[src/rtl/core/rdsc_pkg.sv]
// Shared types, constants and a helper function of the radix digit string converter.
`timescale 1ns / 1ps

package rdsc_pkg;

	localparam int MAX_DIGITS_DEF = 13;
	localparam int VALUE_W        = 13;
	localparam int RADIX_W        = 6;
	localparam int DIGIT_W        = 5;
	localparam int CHAR_W         = 7;
	localparam int BIT_CNT_W      = $clog2(VALUE_W);

	localparam logic [VALUE_W-1:0]   VALUE_LIMIT = VALUE_W'(4097);
	localparam logic [RADIX_W-1:0]   RADIX_LIMIT = RADIX_W'(33);
	localparam logic [RADIX_W-1:0]   RADIX_MIN   = RADIX_W'(2);
	localparam logic [RADIX_W-1:0]   RADIX_RESET = RADIX_W'(10);
	localparam logic [BIT_CNT_W-1:0] BIT_LAST    = BIT_CNT_W'(VALUE_W - 1);
	localparam logic [CHAR_W-1:0]    CHAR_ERROR  = '0;

	typedef struct packed {
		logic load;
		logic div_step;
		logic store;
		logic rd;
		logic emit;
		logic emit_err;
	} cmd_t;

	typedef struct packed {
		logic bit_last;
		logic q_zero;
		logic ptr_full;
		logic rd_zero;
		logic out_free;
		logic bad_radix;
	} sts_t;

	function automatic logic [CHAR_W-1:0] digit_to_char(input logic [DIGIT_W-1:0] d);
		logic [CHAR_W-1:0] dx;
		dx = {2'b00, d};
		if (d < DIGIT_W'(10)) begin
			return CHAR_W'(48) + dx;
		end
		return CHAR_W'(55) + dx;
	endfunction

endpackage

[src/rtl/core/radix_digit_string_converter_core.sv]
// Top level: stream ports, radix register and controller/datapath assembly.
`timescale 1ns / 1ps

// Each digit is produced by bit-serial division and then stored; once all digits are stored,
// each digit is read back and emitted, most significant first.
// The next input transfer is taken once the last result of an item is loaded.
// Throughput is set by the one shared 13-bit divider, one quotient bit per cycle.
// Reset clears the controller and output valid and sets the radix register to 10.
module radix_digit_string_converter_core #(
	parameter int MAX_DIGITS = rdsc_pkg::MAX_DIGITS_DEF
) (
	input  logic        clk,
	input  logic        arst_n,
	input  logic        s_tvalid,
	output logic        s_tready,
	input  logic [15:0] s_tdata,   // [12:0] value, [15:13] zero
	output logic        m_tvalid,
	input  logic        m_tready,
	output logic [7:0]  m_tdata,   // [6:0] digit_char, [7] zero
	output logic        m_tlast,
	output logic        m_tuser,   // [0] bad_radix
	input  logic        psel,
	input  logic        penable,
	input  logic        pwrite,
	input  logic [2:0]  paddr,
	input  logic [31:0] pwdata,
	output logic [31:0] prdata,
	output logic        pready
);
	import rdsc_pkg::*;

	logic [RADIX_W-1:0] radix_q;
	logic               cfg_wr;
	cmd_t               cmd;
	sts_t               sts;
	logic [CHAR_W-1:0]  out_char;

	assign pready = 1'b1;
	assign cfg_wr = psel && penable && pwrite && pready;

	always_ff @(posedge clk or negedge arst_n) begin
		if (!arst_n) begin
			radix_q <= RADIX_RESET;
		end else if (cfg_wr && !paddr[2]) begin
			radix_q <= pwdata[RADIX_W-1:0];
		end
	end

	assign prdata = paddr[2] ? 32'd0 : {26'd0, radix_q};

	rdsc_ctrl u_ctrl (
		.clk      (clk),
		.arst_n   (arst_n),
		.in_valid (s_tvalid),
		.in_ready (s_tready),
		.sts      (sts),
		.cmd      (cmd)
	);

	rdsc_dpath #(
		.MAX_DIGITS (MAX_DIGITS)
	) u_dpath (
		.clk       (clk),
		.arst_n    (arst_n),
		.value     (s_tdata[VALUE_W-1:0]),
		.radix     (radix_q),
		.cmd       (cmd),
		.sts       (sts),
		.out_valid (m_tvalid),
		.out_ready (m_tready),
		.out_char  (out_char),
		.out_last  (m_tlast),
		.out_bad   (m_tuser)
	);

	assign m_tdata = {1'b0, out_char};

endmodule

[src/rtl/core/rdsc_ctrl.sv]
// Controller state machine that sequences division, digit storage and emission.
`timescale 1ns / 1ps

module rdsc_ctrl (
	input  logic            clk,
	input  logic            arst_n,
	input  logic            in_valid,
	output logic            in_ready,
	input  rdsc_pkg::sts_t  sts,
	output rdsc_pkg::cmd_t  cmd
);
	import rdsc_pkg::*;

	localparam logic [2:0] S_IDLE  = 3'd0;
	localparam logic [2:0] S_DIV   = 3'd1;
	localparam logic [2:0] S_STORE = 3'd2;
	localparam logic [2:0] S_READ  = 3'd3;
	localparam logic [2:0] S_EMIT  = 3'd4;
	localparam logic [2:0] S_ERR   = 3'd5;

	logic [2:0] state_q;
	logic [2:0] state_d;

	assign in_ready = (state_q == S_IDLE);

	always_comb begin
		state_d = state_q;
		cmd     = '0;
		case (state_q)
			S_IDLE: begin
				if (in_valid) begin
					cmd.load = 1'b1;
					state_d  = sts.bad_radix ? S_ERR : S_DIV;
				end
			end
			S_DIV: begin
				cmd.div_step = 1'b1;
				if (sts.bit_last) begin
					state_d = S_STORE;
				end
			end
			S_STORE: begin
				cmd.store = 1'b1;
				state_d   = (sts.q_zero || sts.ptr_full) ? S_READ : S_DIV;
			end
			S_READ: begin
				cmd.rd  = 1'b1;
				state_d = S_EMIT;
			end
			S_EMIT: begin
				if (sts.out_free) begin
					cmd.emit = 1'b1;
					state_d  = sts.rd_zero ? S_IDLE : S_READ;
				end
			end
			S_ERR: begin
				if (sts.out_free) begin
					cmd.emit_err = 1'b1;
					state_d      = S_IDLE;
				end
			end
			default: begin
				state_d = S_IDLE;
			end
		endcase
	end

	always_ff @(posedge clk or negedge arst_n) begin
		if (!arst_n) begin
			state_q <= S_IDLE;
		end else begin
			state_q <= state_d;
		end
	end

	a_single_cmd: assert property (@(posedge clk) disable iff (!arst_n)
		$onehot0({cmd.load, cmd.div_step, cmd.store, cmd.rd, cmd.emit, cmd.emit_err}))
		else $error("More than one datapath command in a cycle.");

	a_emit_after_read: assert property (@(posedge clk) disable iff (!arst_n)
		cmd.rd |=> (state_q == S_EMIT))
		else $error("A digit read was not followed by the emit state.");

	a_div_done_store: assert property (@(posedge clk) disable iff (!arst_n)
		(cmd.div_step && sts.bit_last) |=> cmd.store)
		else $error("A finished division was not stored.");

endmodule

[src/rtl/core/rdsc_dpath.sv]
// Datapath: bit-serial divider, digit memory and output register.
`timescale 1ns / 1ps

module rdsc_dpath #(
	parameter int MAX_DIGITS = rdsc_pkg::MAX_DIGITS_DEF
) (
	input  logic                          clk,
	input  logic                          arst_n,
	input  logic [rdsc_pkg::VALUE_W-1:0]  value,
	input  logic [rdsc_pkg::RADIX_W-1:0]  radix,
	input  rdsc_pkg::cmd_t                cmd,
	output rdsc_pkg::sts_t                sts,
	output logic                          out_valid,
	input  logic                          out_ready,
	output logic [rdsc_pkg::CHAR_W-1:0]   out_char,
	output logic                          out_last,
	output logic                          out_bad
);
	import rdsc_pkg::*;

	localparam int PTR_W = $clog2(MAX_DIGITS);

	logic [DIGIT_W-1:0]   mem_q [MAX_DIGITS];
	logic [VALUE_W-1:0]   quo_q;
	logic [DIGIT_W-1:0]   rem_q;
	logic [BIT_CNT_W-1:0] bit_cnt_q;
	logic [PTR_W-1:0]     wr_ptr_q;
	logic [PTR_W-1:0]     rd_ptr_q;
	logic [DIGIT_W-1:0]   rd_digit_q;
	logic                 out_valid_q;
	logic [CHAR_W-1:0]    out_char_q;
	logic                 out_last_q;
	logic                 out_bad_q;

	logic [DIGIT_W:0]     rem_sh;
	logic                 sub_ok;
	logic [DIGIT_W:0]     rem_sub;

	assign rem_sh  = {rem_q, quo_q[VALUE_W-1]};
	assign sub_ok  = (rem_sh >= radix);
	assign rem_sub = rem_sh - radix;

	assign sts.bit_last  = (bit_cnt_q == BIT_LAST);
	assign sts.q_zero    = (quo_q == '0);
	assign sts.ptr_full  = (wr_ptr_q == PTR_W'(MAX_DIGITS - 1));
	assign sts.rd_zero   = (rd_ptr_q == '0);
	assign sts.out_free  = !out_valid_q || out_ready;
	assign sts.bad_radix = (radix < RADIX_MIN) || (radix >= RADIX_LIMIT);

	always_ff @(posedge clk or negedge arst_n) begin
		if (!arst_n) begin
			bit_cnt_q <= '0;
			wr_ptr_q  <= '0;
			rd_ptr_q  <= '0;
		end else begin
			if (cmd.load) begin
				bit_cnt_q <= '0;
				wr_ptr_q  <= '0;
			end else if (cmd.div_step) begin
				bit_cnt_q <= bit_cnt_q + BIT_CNT_W'(1);
			end else if (cmd.store) begin
				bit_cnt_q <= '0;
				wr_ptr_q  <= wr_ptr_q + PTR_W'(1);
				rd_ptr_q  <= wr_ptr_q;
			end else if (cmd.emit) begin
				rd_ptr_q <= rd_ptr_q - PTR_W'(1);
			end
		end
	end

	always_ff @(posedge clk) begin
		if (cmd.load) begin
			quo_q <= (value >= VALUE_LIMIT) ? '0 : value;
			rem_q <= '0;
		end else if (cmd.div_step) begin
			quo_q <= {quo_q[VALUE_W-2:0], sub_ok};
			rem_q <= sub_ok ? rem_sub[DIGIT_W-1:0] : rem_sh[DIGIT_W-1:0];
		end else if (cmd.store) begin
			rem_q <= '0;
		end
	end

	always_ff @(posedge clk) begin
		if (cmd.store) begin
			mem_q[wr_ptr_q] <= rem_q;
		end
	end

	always_ff @(posedge clk) begin
		if (cmd.rd) begin
			rd_digit_q <= mem_q[rd_ptr_q];
		end
	end

	always_ff @(posedge clk or negedge arst_n) begin
		if (!arst_n) begin
			out_valid_q <= 1'b0;
		end else if (cmd.emit || cmd.emit_err) begin
			out_valid_q <= 1'b1;
		end else if (out_ready) begin
			out_valid_q <= 1'b0;
		end
	end

	always_ff @(posedge clk) begin
		if (cmd.emit) begin
			out_char_q <= digit_to_char(rd_digit_q);
			out_last_q <= (rd_ptr_q == '0);
			out_bad_q  <= 1'b0;
		end else if (cmd.emit_err) begin
			out_char_q <= CHAR_ERROR;
			out_last_q <= 1'b1;
			out_bad_q  <= 1'b1;
		end
	end

	assign out_valid = out_valid_q;
	assign out_char  = out_char_q;
	assign out_last  = out_last_q;
	assign out_bad   = out_bad_q;

	a_emit_needs_room: assert property (@(posedge clk) disable iff (!arst_n)
		(cmd.emit || cmd.emit_err) |-> sts.out_free)
		else $error("Output register overwritten before its transfer.");

	a_store_after_full_div: assert property (@(posedge clk) disable iff (!arst_n)
		cmd.store |-> $past(cmd.div_step && sts.bit_last))
		else $error("Digit stored before the division finished.");

	a_last_digit_flag: assert property (@(posedge clk) disable iff (!arst_n)
		(cmd.emit && sts.rd_zero) |=> (out_valid_q && out_last_q && !out_bad_q))
		else $error("Final digit not marked as last.");

	a_error_result: assert property (@(posedge clk) disable iff (!arst_n)
		cmd.emit_err |=> (out_char_q == CHAR_ERROR && out_last_q && out_bad_q))
		else $error("Error result has wrong fields.");

endmodule

[config.mk]
export PLATFORM = sky130hd
export DESIGN_NAME = radix_digit_string_converter_core
export DESIGN_NICKNAME = d
export VERILOG_FILES = /design/src/rtl/core/rdsc_pkg.sv /design/src/rtl/core/radix_digit_string_converter_core.sv /design/src/rtl/core/rdsc_ctrl.sv /design/src/rtl/core/rdsc_dpath.sv
export SDC_FILE = /design/constraint.sdc
export NUM_CORES = 1
export LEC_CHECK = 0
export BUFFER_PORTS_ARGS = -buffer_cell sky130_fd_sc_hd__buf_2
export CAP_MARGIN = 40
export CORE_MARGIN = 1.5
export CORE_UTILIZATION = 55
export CTS_CLUSTER_DIAMETER = 60
export DETAILED_ROUTE_END_ITERATION = 12
export HOLD_SLACK_MARGIN = 0.15
export PLACE_DENSITY_LB_ADDON = 0.2
export SLEW_MARGIN = 5
export SYNTH_ARGS = -nofsm -noshare
export SYNTH_HDL_FRONTEND = slang
export SYNTH_HIERARCHICAL = 1
export SYNTH_SLANG_ARGS = --single-unit
export TNS_END_PERCENT = 50
[constraint.sdc]
create_clock -name clk -period 2.55 [get_ports clk]
set_input_delay 0.255 -clock clk [delete_from_list [all_inputs] [get_ports clk]]
set_output_delay 0.255 -clock clk [all_outputs]
set_load 0.02 [all_outputs]
; ---- After elaboration in Yosys (flattened, before gate mapping)
; Memory sizes are Yosys's and may differ from the RTL's. A register that Yosys moved wholly into a read port is not among the register bits.
; Cells that the tools add are included.
[totals]
ff_bits = 49
latchBits = 0
ram_bits = 65
rom_bits = 0
n_memories = 1
[classes]
n_addsub = 6
n_mul = 0
n_div = 0
magnitude_cmp = 5
n_eq_ne = 12
shift = 0
n_mux = 43
n_bitwise = 2
n_reduce_logical = 22
[memory_table]
columns = name, depth, width, read_ports, rd_clocked_by_memory_dff, wr, line
row1 = u_dpath.mem_q, 13, 5, 1, 1, 1, rdsc_dpath.sv:23  ; logic [DIGIT_W-1:0] mem_q [MAX_DIGITS];
[ops]
columns = op, count
row1 = $mux W13, 3
row2 = $mux W4, 8
row3 = $mux W7, 4
row4 = $pmux W3 S6, 1
row5 = $mux W1, 16
row6 = $mux W3, 5
row7 = $mux W5, 3
row8 = $add A6 B5 Y7 const A, 2
row9 = $ge A13 B13 Y1 const B, 1
row10 = $logic_not A13 Y1, 1
row11 = $reduce_bool A2 Y1, 6
row12 = $add A4 B1 Y4 const B, 2
row13 = $eq A4 B4 Y1 const B, 2
row14 = $ne A2 B2 Y1 const B, 4
row15 = $eq A3 B2 Y1 const B, 2
row16 = $eq A3 B3 Y1 const B, 2
row17 = $ge A6 B6 Y1, 1
row18 = $ge A6 B6 Y1 const B, 1
row19 = $lt A6 B2 Y1 const B, 1
row20 = $mux W6, 1
row21 = $lt A5 B4 Y1 const B, 1
row22 = $sub A5 B5 Y5, 1
row23 = $logic_not A4 Y1, 1
row24 = $logic_or A1 B1 Y1, 4
row25 = other kinds (12), 17

; ---- Longest topological paths before layout
; Gate-level depths: netlist (run 1).
[logic_depth]
depth_word = 7
ltp_mapped = 8
mapped_depth_nobuf = 8

; ---- Hierarchy
; Netlist (run 1), hierarchy kept.
[by_module_without_submodules]
columns = module, instances, cells_per_inst, area_each_um2
row1 = rdsc_dpath, 1, 360, 5004.8
row2 = radix_digit_string_converter_core, 1, 49, 514.2
row3 = rdsc_ctrl, 1, 28, 249.0

; ---- Worst setup path before layout (run 1)
; Ideal clock, no wire load.
[synth_path]
path_kind = reg2reg
from = register u_ctrl.state_q[0]
to = register u_dpath.rd_ptr_q[3]
setup_time_ps = 133
arrival_time_ps = 2141
t_required_ps = 2417
slack_ps = 276
path_stages_with_launch = 9
path_buffers = 1
cell_sequence = dfrtp_1 > buf_2 > nor3_1 > and2_1 > or2_2 > o21bai_1 > nor3_1 > a21oi_1 > o21bai_1
[synth_rtl]
columns = item, line
row1 = start: declaration, rdsc_ctrl.sv:21  ; logic [2:0] state_q;
row2 = start signal: assignment, rdsc_ctrl.sv:72  ; state_q <= state_d;
row3 = end signal: assignment, rdsc_dpath.sv:64  ; rd_ptr_q <= wr_ptr_q;
row4 = end signal: assignment, rdsc_dpath.sv:66  ; rd_ptr_q <= rd_ptr_q - PTR_W'(1);
row5 = end: declaration, rdsc_dpath.sv:28  ; logic [PTR_W-1:0] rd_ptr_q;

; ---- Final worst setup path (run 1)
[layout_path]
from = register radix_q[0]
to = register u_dpath.rem_q[0]
[layout_between]
elab_chain_cells = 3
word_cells_on_any_way = 4
classes_between = add/sub: 1 / order compare: 1 / mux: 2
[layout_lines]
columns = item, line
row1 = start: declaration, radix_digit_string_converter_core.sv:32  ; logic [RADIX_W-1:0] radix_q;
row2 = start signal: assignment, radix_digit_string_converter_core.sv:45  ; radix_q <= pwdata[RADIX_W-1:0];
row3 = $sub A5 B5 Y5 / $ge A6 B6 Y1 (equally long branches), "rdsc_dpath.sv:41, rdsc_dpath.sv:40"
row4 = $mux W5 *, rdsc_dpath.sv:77  ; rem_q <= sub_ok ? rem_sub[DIGIT_W-1:0] : rem_sh[DIGIT_W-1:0];
row5 = $mux W5 *, rdsc_dpath.sv:75  ; end else if (cmd.div_step) begin
row6 = end signal: assignment, rdsc_dpath.sv:77
row7 = end: declaration, rdsc_dpath.sv:25  ; logic [DIGIT_W-1:0] rem_q;
; Mark *: on every way between the ends. The rest lies on a longest branch, timed or not.
; A chain may end at the register's enable or synchronous reset.

==> results of run 1 <==
-- cell type report --
type | count | area [µm²] | area share
sequential | 119 | 3410 | 0.487
multi-input combinational | 271 | 2050 | 0.293
timing repair buffer | 82 | 588 | 0.0841
clock buffer | 17 | 414 | 0.0592
clock inverter | 15 | 251 | 0.0360
tap | 136 | 170 | 0.0243
inverter | 30 | 113 | 0.0161
-- worst min path at each step --
stage | startpoint | endpoint | slack, ps | depth (start not counted)
CTS | penable | radix_q[0] | 160 | 3
finish | penable | radix_q[0] | 170 | 3
floorplan | arst_n | radix_q[0] | -40 | 0
global placement | arst_n | radix_q[5] | 250 | 1
detailed placement | arst_n | radix_q[5] | 260 | 1
global route | penable | radix_q[0] | 170 | 3
-- logic make-up after synthesis --
| group | count (synthesis) | synth area share |
|---|---|---|
| AOI/OAI and AO/OA | 64 | 0.0649 |
| xor gates and xnor gates | 8 | 0.0121 |
| adders and majority gates | 15 | 0.0338 |
| buffers and inverters | 73 | 0.0714 |
| DFF | 119 | 0.590 |
| muxes | 34 | 0.108 |
| other | 2 | 0.00130 |
| and+or+nand+nor | 122 | 0.118 |
-- per-layer routing --
metal / global-route usage / wire length, µm / vias up
li1: - / - / 1721
met1: 0.260 / 4580 / 1767
met2: 0.387 / 5960 / 118
met3: 0.0618 / 554 / 16
met4: 0.0871 / 205 / 0
met5: 0 / 0 / -
-- synthesized netlist by cell type, types with 2 or more instances --
cell type                   n
sky130_fd_sc_hd__o21bai_1   3
sky130_fd_sc_hd__nor3_1     2
sky130_fd_sc_hd__buf_4     28
sky130_fd_sc_hd__conb_1     2
sky130_fd_sc_hd__xnor2_1    3
sky130_fd_sc_hd__mux2i_1    7
sky130_fd_sc_hd__dfrtp_1   20
sky130_fd_sc_hd__clkbuf_1   9
sky130_fd_sc_hd__and3_1    11
sky130_fd_sc_hd__or2_2      3
sky130_fd_sc_hd__nor4_1     6
sky130_fd_sc_hd__nand2b_1   6
sky130_fd_sc_hd__o211ai_1   3
sky130_fd_sc_hd__ha_1      14
sky130_fd_sc_hd__a211oi_1   3
sky130_fd_sc_hd__a21oi_1   16
sky130_fd_sc_hd__nand4_1    4
sky130_fd_sc_hd__nor2_1    23
sky130_fd_sc_hd__dfxtp_1    6
sky130_fd_sc_hd__buf_1      2
sky130_fd_sc_hd__inv_1     30
sky130_fd_sc_hd__buf_6      2
sky130_fd_sc_hd__nand3_1    2
sky130_fd_sc_hd__a21o_1     2
sky130_fd_sc_hd__mux2_2     9
sky130_fd_sc_hd__nand2_1   32
sky130_fd_sc_hd__edfxtp_1  91
sky130_fd_sc_hd__xor2_1     5
sky130_fd_sc_hd__dfstp_2    2
sky130_fd_sc_hd__o22ai_1    2
sky130_fd_sc_hd__o21ai_0   30
sky130_fd_sc_hd__and2_1     8
sky130_fd_sc_hd__mux4_1    12
sky130_fd_sc_hd__nor2b_1    3
sky130_fd_sc_hd__and2b_2    7
sky130_fd_sc_hd__nor3b_1    6
sky130_fd_sc_hd__nand3b_1   2
sky130_fd_sc_hd__mux4_2     6
-- through the flow --
step / std cells / power (µW)
5_1_grt: 670 / 7930
3_3_place_gp: 611 / 4790
3_5_place_dp: 611 / 4870
4_1_cts: 670 / 7580
6_report: 670 / 7540
2_1_floorplan: 463 / 4320
-- sequential cells by signal, summed over array words and instances (netlist names), 3 cells and up --
register and flops:
radix_q 6, u_dpath/mem_q 65, u_ctrl/state_q 3, u_dpath/bit_cnt_q 4, u_dpath/rd_digit_q 5, u_dpath/rem_q 5, u_dpath/quo_q 13, u_dpath/wr_ptr_q 4
u_dpath/rd_ptr_q 4, u_dpath/out_char 7
-- worst max-delay path, delay by kind of cell (launching register included) --
family	cells	cell delay (ps)
mux	1	320
flops	1	410
compound gates	3	630
fa+ha+maj	2	650
simple gates	1	170
-- power breakdown --
| group | switching, µW | internal (µW) |
|---|---|---|
| combinational | 1120 | 892 |
| clock | 857 | 1790 |
| sequential | 288 | 2590 |
==> run summary, run 1 <==
The first detailed-routing pass ran for 4 iterations. The number of DRC violations after detailed routing is 0, and the cell area after synthesis is 5770 µm². The tools report the total negative slack as 0 ps.

OpenSTA, run right after detailed placement, puts the worst setup slack at 292 ps. The die is 105 µm tall. Setup violations remaining at the end of the flow were counted as 0. The termination of the worst setup path was u_dpath/rem_q[0].

The routed layout has 3622 vias. The cell depth of the worst flop-to-flop path works out to 7. The tools report the critical path capture point type as a flip-flop. The number of routed nets with antenna violations was 0. The logs give 24 for the maximum number of pins on one net before global-route repair and 6990 µm² for the cell area after layout. The global-route usage over all layers was 0.222; the total count of max-transition violations in the final report was 0. The final cell utilization of the core was 0.683.

The category of the most critical setup path was flip-flop to flip-flop. The synthesized design contains 91 enable-type register cells. The tools report the final-report hold violation count as 0. The number of buffers on the longest clock path came out at 2. Hold is met by 168 ps. The worst setup path is launched from a flip-flop.

Normalized max-slew margin: 0.538. The library cells used most frequently in the layout, excluding fill and tap cells, are sky130_fd_sc_hd__edfxtp_1, sky130_fd_sc_hd__buf_2, sky130_fd_sc_hd__nand2_1, sky130_fd_sc_hd__inv_1, sky130_fd_sc_hd__o21ai_0. The I/O pin total is 103, and the power density of the placed cells is 1080 nW/µm². Yosys mapped the design onto 53 distinct sky130hd cell types. The flow ran to the end, and the final reports show no timing, DRC or antenna violations. In the final routed layout, each cell accounts on average for 16.9 µm. The endpoint identified for the worst register-to-register timing path is u_dpath/rem_q[0]. The post-synthesis sequential area ratio was 0.590; the post-route minimum period was 2270 ps.

Via count of the first global-routing pass: 3704. The worst-case vdd ir drop was 0.000797 V; the data arrival time at the worst-slack endpoint was 2710 ps. The number of DRC violations after detailed-routing iteration 0 was 224. The core box area was 10200 µm²; the placed wire-length estimate was 7340 µm. The overall die area is 11100 µm². The tools report the total length of routed wires as 11300 µm.

The standby leakage power came out at 0.00289 µW. The proportion of layout cells with a drive suffix above 1 is 0.223. Along the worst path, the maximum fanout reaches 6. The clock insertion delay at the later pin of the skew report was 520 ps.

The residual overflow from global routing was 0. For the pin with the worst max-slew slack, the measured transition is 692 ps. For the H-tree level count, the log shows 4.

TritonCTS created 17 clock buffers. The total of cells resized after clock tree synthesis was 0; the post-layout net count was 594. In the synthesized netlist the dominant register cell turns out to be sky130_fd_sc_hd__edfxtp_1.

After synthesis the netlist holds a flip-flop and latch count of 119. The slack of the worst reg-to-reg path is 280 ps. Share of synthesized flip-flops with an asynchronous set or reset: 0.185. The clock arrives with 6.72 ps of skew. The filler cells instantiated in the layout total 699. STA puts the critical path data required time at 3000 ps.

Setup repair after global routing left no endpoint under its margin. TritonCTS built the clock tree. The effective utilization at floorplan is 0.564, and the average instance area after synthesis is 13.2 µm².

After clock tree synthesis, the setup repair step added 0 buffers. The run gives 284 ps as the final worst slack. Max-cap violations in this run came to 0. The final critical-path share of the clock period came out at 0.889.

In this run the tool buffered the top-level ports with 43 buffer cells. The first global-routing pass estimated 18400 µm of wire. The clock transition at the registers of the reported paths is 60 ps. The synthesis-to-finish area growth works out to 21.2%. The horizontal extent of the die is 105 µm.

The tightest min-delay check is of the input port to flip-flop type. Leaving out fill and tap cells, the most frequent cell in the layout is sky130_fd_sc_hd__edfxtp_1. Once placement finished, the instance area stood at 6050 µm². The number of antenna violations at the first check in global routing was 0; the detail-routed via count per cell was 5.41.

Buffers inserted to repair hold after CTS numbered 27. The launch point of the critical path was radix_q[0]. The maximum cell stage delay along the critical path was 410 ps.

Origin of the critical flop-to-flop path: radix_q[0]. The slowest stage of the critical path is the sky130_fd_sc_hd__dfrtp_1 cell. For the count of inserted antenna diode cells, the log shows 0. The clock sink count is 119, and the number of warnings reported in the yosys synthesis log is 6. sky130_fd_sc_hd__edfxtp_1 takes more of the synthesized area than any other cell.

The critical path goes through ha_1 > fa_1 > nand2b_1 > a21oi_1 > o221ai_2 > mux2_2 > o21ai_0. The number of instances in the synthesized netlist is 437. The tools report the clock root buffer master as sky130_fd_sc_hd__clkbuf_8. By area the synthesized netlist is led by sky130_fd_sc_hd__edfxtp_1, sky130_fd_sc_hd__dfrtp_1, sky130_fd_sc_hd__mux4_1.

After floorplanning, the core was divided into 37 placement rows. The final weighted congestion in routability-driven placement is 0.840. For the highest attainable clock frequency, the log shows 441 MHz.

The share of the synthesized area in the top cell type works out to 0.474.
Power figures use the tool's default switching activity.
==> run 2: changes to the inputs <==
Settings changed: SLEW_MARGIN 5 to unset, SYNTH_HIERARCHICAL 1 to unset.
==> run 2 against run 1 <==
Compared with the run above: synthesized cell count fell by 6.9%; sequential share of layout area rose by 2.4 points; combinational power barely moved; maximum frequency fell by 0.59%; register-to-register slack barely moved; sequential power rose by 2%; largest power group unchanged.
==> run summary, run 2 <==
The core box area is 9820 µm² (-4.0%). The transition time at the pin with the least slew margin came out at 868 ps (+176 ps). The number of endpoints failing setup at the final stage was 0 (unchanged). The tools report the endpoint required time on the critical path as 2960 ps (-40 ps). The startpoint identified for the worst hold timing path is m_tready.

The horizontal extent of the die was 104 µm (-1.5%); the count of inserted antenna diode cells was 0 (unchanged). Proportion of total power due to net switching: 0.321 (+0.0210). The portion of total power attributed to the clock network came out at 0.312 (-0.039). Category of the most critical setup path: flip-flop to flip-flop.

Number of synthesized register bits: 119 (unchanged). The flip-flop count of the largest register after layout is 65 (unchanged), and the number of antenna violations at the first check in global routing is 0 (unchanged). The share of the synthesized area in the top cell type works out to 0.488 (+0.0146).

The final-report hold violation count was 0 (unchanged). The tools report the origin of the critical flop-to-flop path as u_dpath.quo_q[12]. The logs give 0.406 (+0.024) for the share of power burned in registers and 0 (unchanged) for the total count of max-transition violations in the final report. The detailed-router iteration count before antenna repair is 4 (unchanged), and the global-route usage over all layers is 0.218 (-0.00380). The number of instances in the synthesized netlist came out at 407 (-6.9%).

The number of different library cells in the post-synthesis netlist was 45 (-15%); the clock insertion delay at the later pin of the skew report was 520 ps (about the same). In the synthesized netlist the dominant register cell turns out to be sky130_fd_sc_hd__edfxtp_1. The normalized max-slew margin is 0.421 (-0.116). The flow ran to the end, and the final reports show no timing, DRC or antenna violations. The tools report the global-route wire length before repair as 17900 µm (-2.7%).

Ranked by instance count, the synthesized netlist is headed by sky130_fd_sc_hd__edfxtp_1, sky130_fd_sc_hd__nor2_1, sky130_fd_sc_hd__buf_4. The final critical-path share of the clock period was 0.894 (+0.00526); the number of standard-cell rows in the floorplan was 36 (-2.7%). The cell with the most instances after synthesis is sky130_fd_sc_hd__edfxtp_1. The clock sink count was 119 (unchanged); the residual overflow from global routing was 0 (unchanged).

The total length of routed wires was 11100 µm (-1.9%); the final worst slack was 271 ps (-13.4 ps). The run gives 133 ps (-159 ps) as the worst setup slack after placement. The number of warnings reported in the yosys synthesis log is 0 (-6).

Sorting the synthesized cells by area gives the leading types as sky130_fd_sc_hd__edfxtp_1, sky130_fd_sc_hd__dfrtp_1, sky130_fd_sc_hd__mux4_1. The logs give 4900 µW (-7.2%) for the cell-internal power and 0 ps (unchanged) for the total negative slack. The detailed-route wire length per cell is 17.6 µm (+4.3%). Setup repair after global routing left no endpoint under its margin.

The post-layout net count was 557 (-6.2%). The clock skew was 12.6 ps (+5.88 ps). Traced cell by cell, the critical path runs through inv_1 > ha_1 > fa_1 > nand2b_1 > a21oi_1 > o221ai_2 > o311ai_0. The number of buffers added on ports works out to 43 (unchanged).

Most common cell after layout, fill and taps aside: sky130_fd_sc_hd__edfxtp_1. The final weighted congestion in routability-driven placement was 0.842 (+0.29%). The share of synthesized flip-flops with an asynchronous set or reset came out at 0.185 (unchanged).

The proportion of layout cells with a drive suffix above 1 was 0.217 (-0.00554); the I/O pin total was 103 (unchanged). The cell area after synthesis came out at 5600 µm² (-3.0%). The power density of the placed cells was 1080 nW/µm² (+0.43%); the final cell utilization of the core was 0.678 (-0.00487).

For the effective utilization at floorplan, the log shows 0.570 (+0.00605). The tools report the placed wire-length estimate as 7380 µm (+0.63%). The max-capacitance violation count is 0 (unchanged), and the data arrival time at the worst-slack endpoint is 2690 ps (-20 ps). On the critical path, the stage with the largest delay is an instance of sky130_fd_sc_hd__edfxtp_1. The number of buffers on the longest clock path was 2 (unchanged); the net switching power of the design was 2320 µW (+2.4%).

The run gives 0.282 (+0.015) as the fraction of power consumed by combinational cells. Critical path capture point type: a flip-flop. The placed standard-cell area came out at 5890 µm² (-2.8%).

Launch point of the critical path: u_dpath.quo_q[12]. The die height came out at 104 µm (-1.5%). The clock transition at the registers of the reported paths came out at 60 ps (about the same).

The worst setup path is launched from a flip-flop. Number of clock buffers inserted by TritonCTS: 17 (unchanged). The worst min-delay path class was input port to flip-flop. In the layout the commonest cells are sky130_fd_sc_hd__edfxtp_1, sky130_fd_sc_hd__buf_2, sky130_fd_sc_hd__nor2_1, sky130_fd_sc_hd__conb_1, sky130_fd_sc_hd__nand2_1. Total via count in the routed design: 3425 (-5.4%).

TritonCTS built the clock tree. The run gives 0 (unchanged) as the number of routed nets with antenna violations. The cell area after layout is 6660 µm² (-4.7%). The worst-case vdd ir drop is 0.000544 V (-32%), and the synthesis-to-finish area growth is 19.1%. Clock root buffer master: sky130_fd_sc_hd__clkbuf_8. The standby leakage power is 0.00262 µW (-9.4%).

The average instance area after synthesis came out at 13.7 µm² (+4.2%). The buffer count from post-CTS setup fixing came out at 0 (unchanged). The post-synthesis sequential area ratio is 0.609 (+0.0182). The maximum cell stage delay along the critical path is 410 ps (about the same).

u_dpath.mem_q holds more flip-flops than any other register. The maximum number of pins on one net before global-route repair was 23 (-4.2%); the detail-routed via count per cell was 5.44 (+0.56%). The highest net fanout along the worst path was 11 (+5); the post-route minimum period was 2280 ps (+13.4 ps).

Of all cell types, the one taking the most synthesized area is sky130_fd_sc_hd__edfxtp_1. Number of DRC violations after detailed routing: 0 (unchanged). For the overall die area, the log shows 10800 µm² (-2.9%). The H-tree level count was 4 (unchanged); the number of enable-type register cells in the synthesized netlist was 91 (unchanged).

The number of DRC violations after detailed-routing iteration 0 came out at 291 (+30%). The via count of the first global-routing pass is 3382 (-8.7%), and the highest attainable clock frequency is 439 MHz (-0.59%).
run 2: changes by cell type after synthesis, sizes merged, moves of 5 or more:
cell / previous run / this run
mux2i: 7 / 0
and3: 11 / 5
inv: 30 / 18
nor3b: 6 / 1
nand2: 32 / 22
and2b: 7 / 0
a22o: 0 / 11
o21ai: 30 / 14
nand3: 2 / 8
nor2: 23 / 32
run 2: worst paths after layout:
kind | endpoint | slack [ps] | cells after the start
worst max-delay path | u_dpath.rem_q[0] | 270 | 7
worst min-delay path | u_dpath.out_valid | 180 | 3
worst max register to register | u_dpath.rem_q[0] | 270 | 7
worst min register to register | u_dpath.out_bad | 490 | 1
max in group asynchronous | u_dpath.out_valid | 1960 | 2
min in group asynchronous | radix_q[4] | 230 | 2
run 2: per-layer routing:
metal | track usage | wire (µm)
met3 | 0.0551 | 613
met2 | 0.357 | 5500
met1 | 0.290 | 4840
met4 | 0.0675 | 137
met5 | 0 | 0
run 2: what timing repair did:
item                                    in CTS  in global routing
resized for setup                            0                  1
endpoints found under the setup margin       0                  5
endpoints found under the hold margin       41                  0
hold buffers                                20                  0
run 2: worst max-delay path: cells and delay by family, from the launching register on:
kind | cells | cell delay (ps)
adder cells (fa/ha/maj) | 2 | 610
flip-flops | 1 | 410
buffers and inverters | 1 | 70
AO/OA/AOI/OAI | 3 | 920
AND/OR/NAND/NOR | 1 | 160
run 2: stage by stage:
stage | instances | hold WS (ps) | total power, µW
3_5_place_dp | 578 | 259 | 4940
3_3_place_gp | 578 | 260 | 4880
5_1_grt | 630 | 197 | 7560
4_1_cts | 630 | 156 | 7220
6_report | 630 | 180 | 7210
2_1_floorplan | 433 | -40.6 | 4380
run 2: cell families (layout without fill, tap and decap cells):
family	after synthesis	count (layout)	share of synthesized area
XOR/XNOR	11	11	0.0172
buffers and inverters	63	127	0.0669
other	2	28	0.00134
multiplexers	27	27	0.103
AND/OR/NAND/NOR	109	109	0.0966
flip-flops	119	119	0.609
AO/OA/AOI/OAI	61	61	0.0711
adder cells (fa/ha/maj)	15	15	0.0349
run 2: layout make-up:
class | count | area [µm²]
Sequential cell | 119 | 3410
Multi-Input combinational cell | 251 | 1920
Clock inverter | 15 | 155
Inverter | 18 | 67.6
Timing Repair Buffer | 77 | 533
Fill cell | 681 | 3160
Clock buffer | 17 | 414
Tap cell | 133 | 166
run 2: power by group through the flow:
stage                     logic [µW]  registers (µW)  clock network, µW
after floorplan                 1520            2860                  0
after global routing            2220            2980               2360
after global placement          1930            2950                  0
final                           2030            2930               2250
after CTS                       2030            2930               2270
after detailed placement        1980            2960                  0
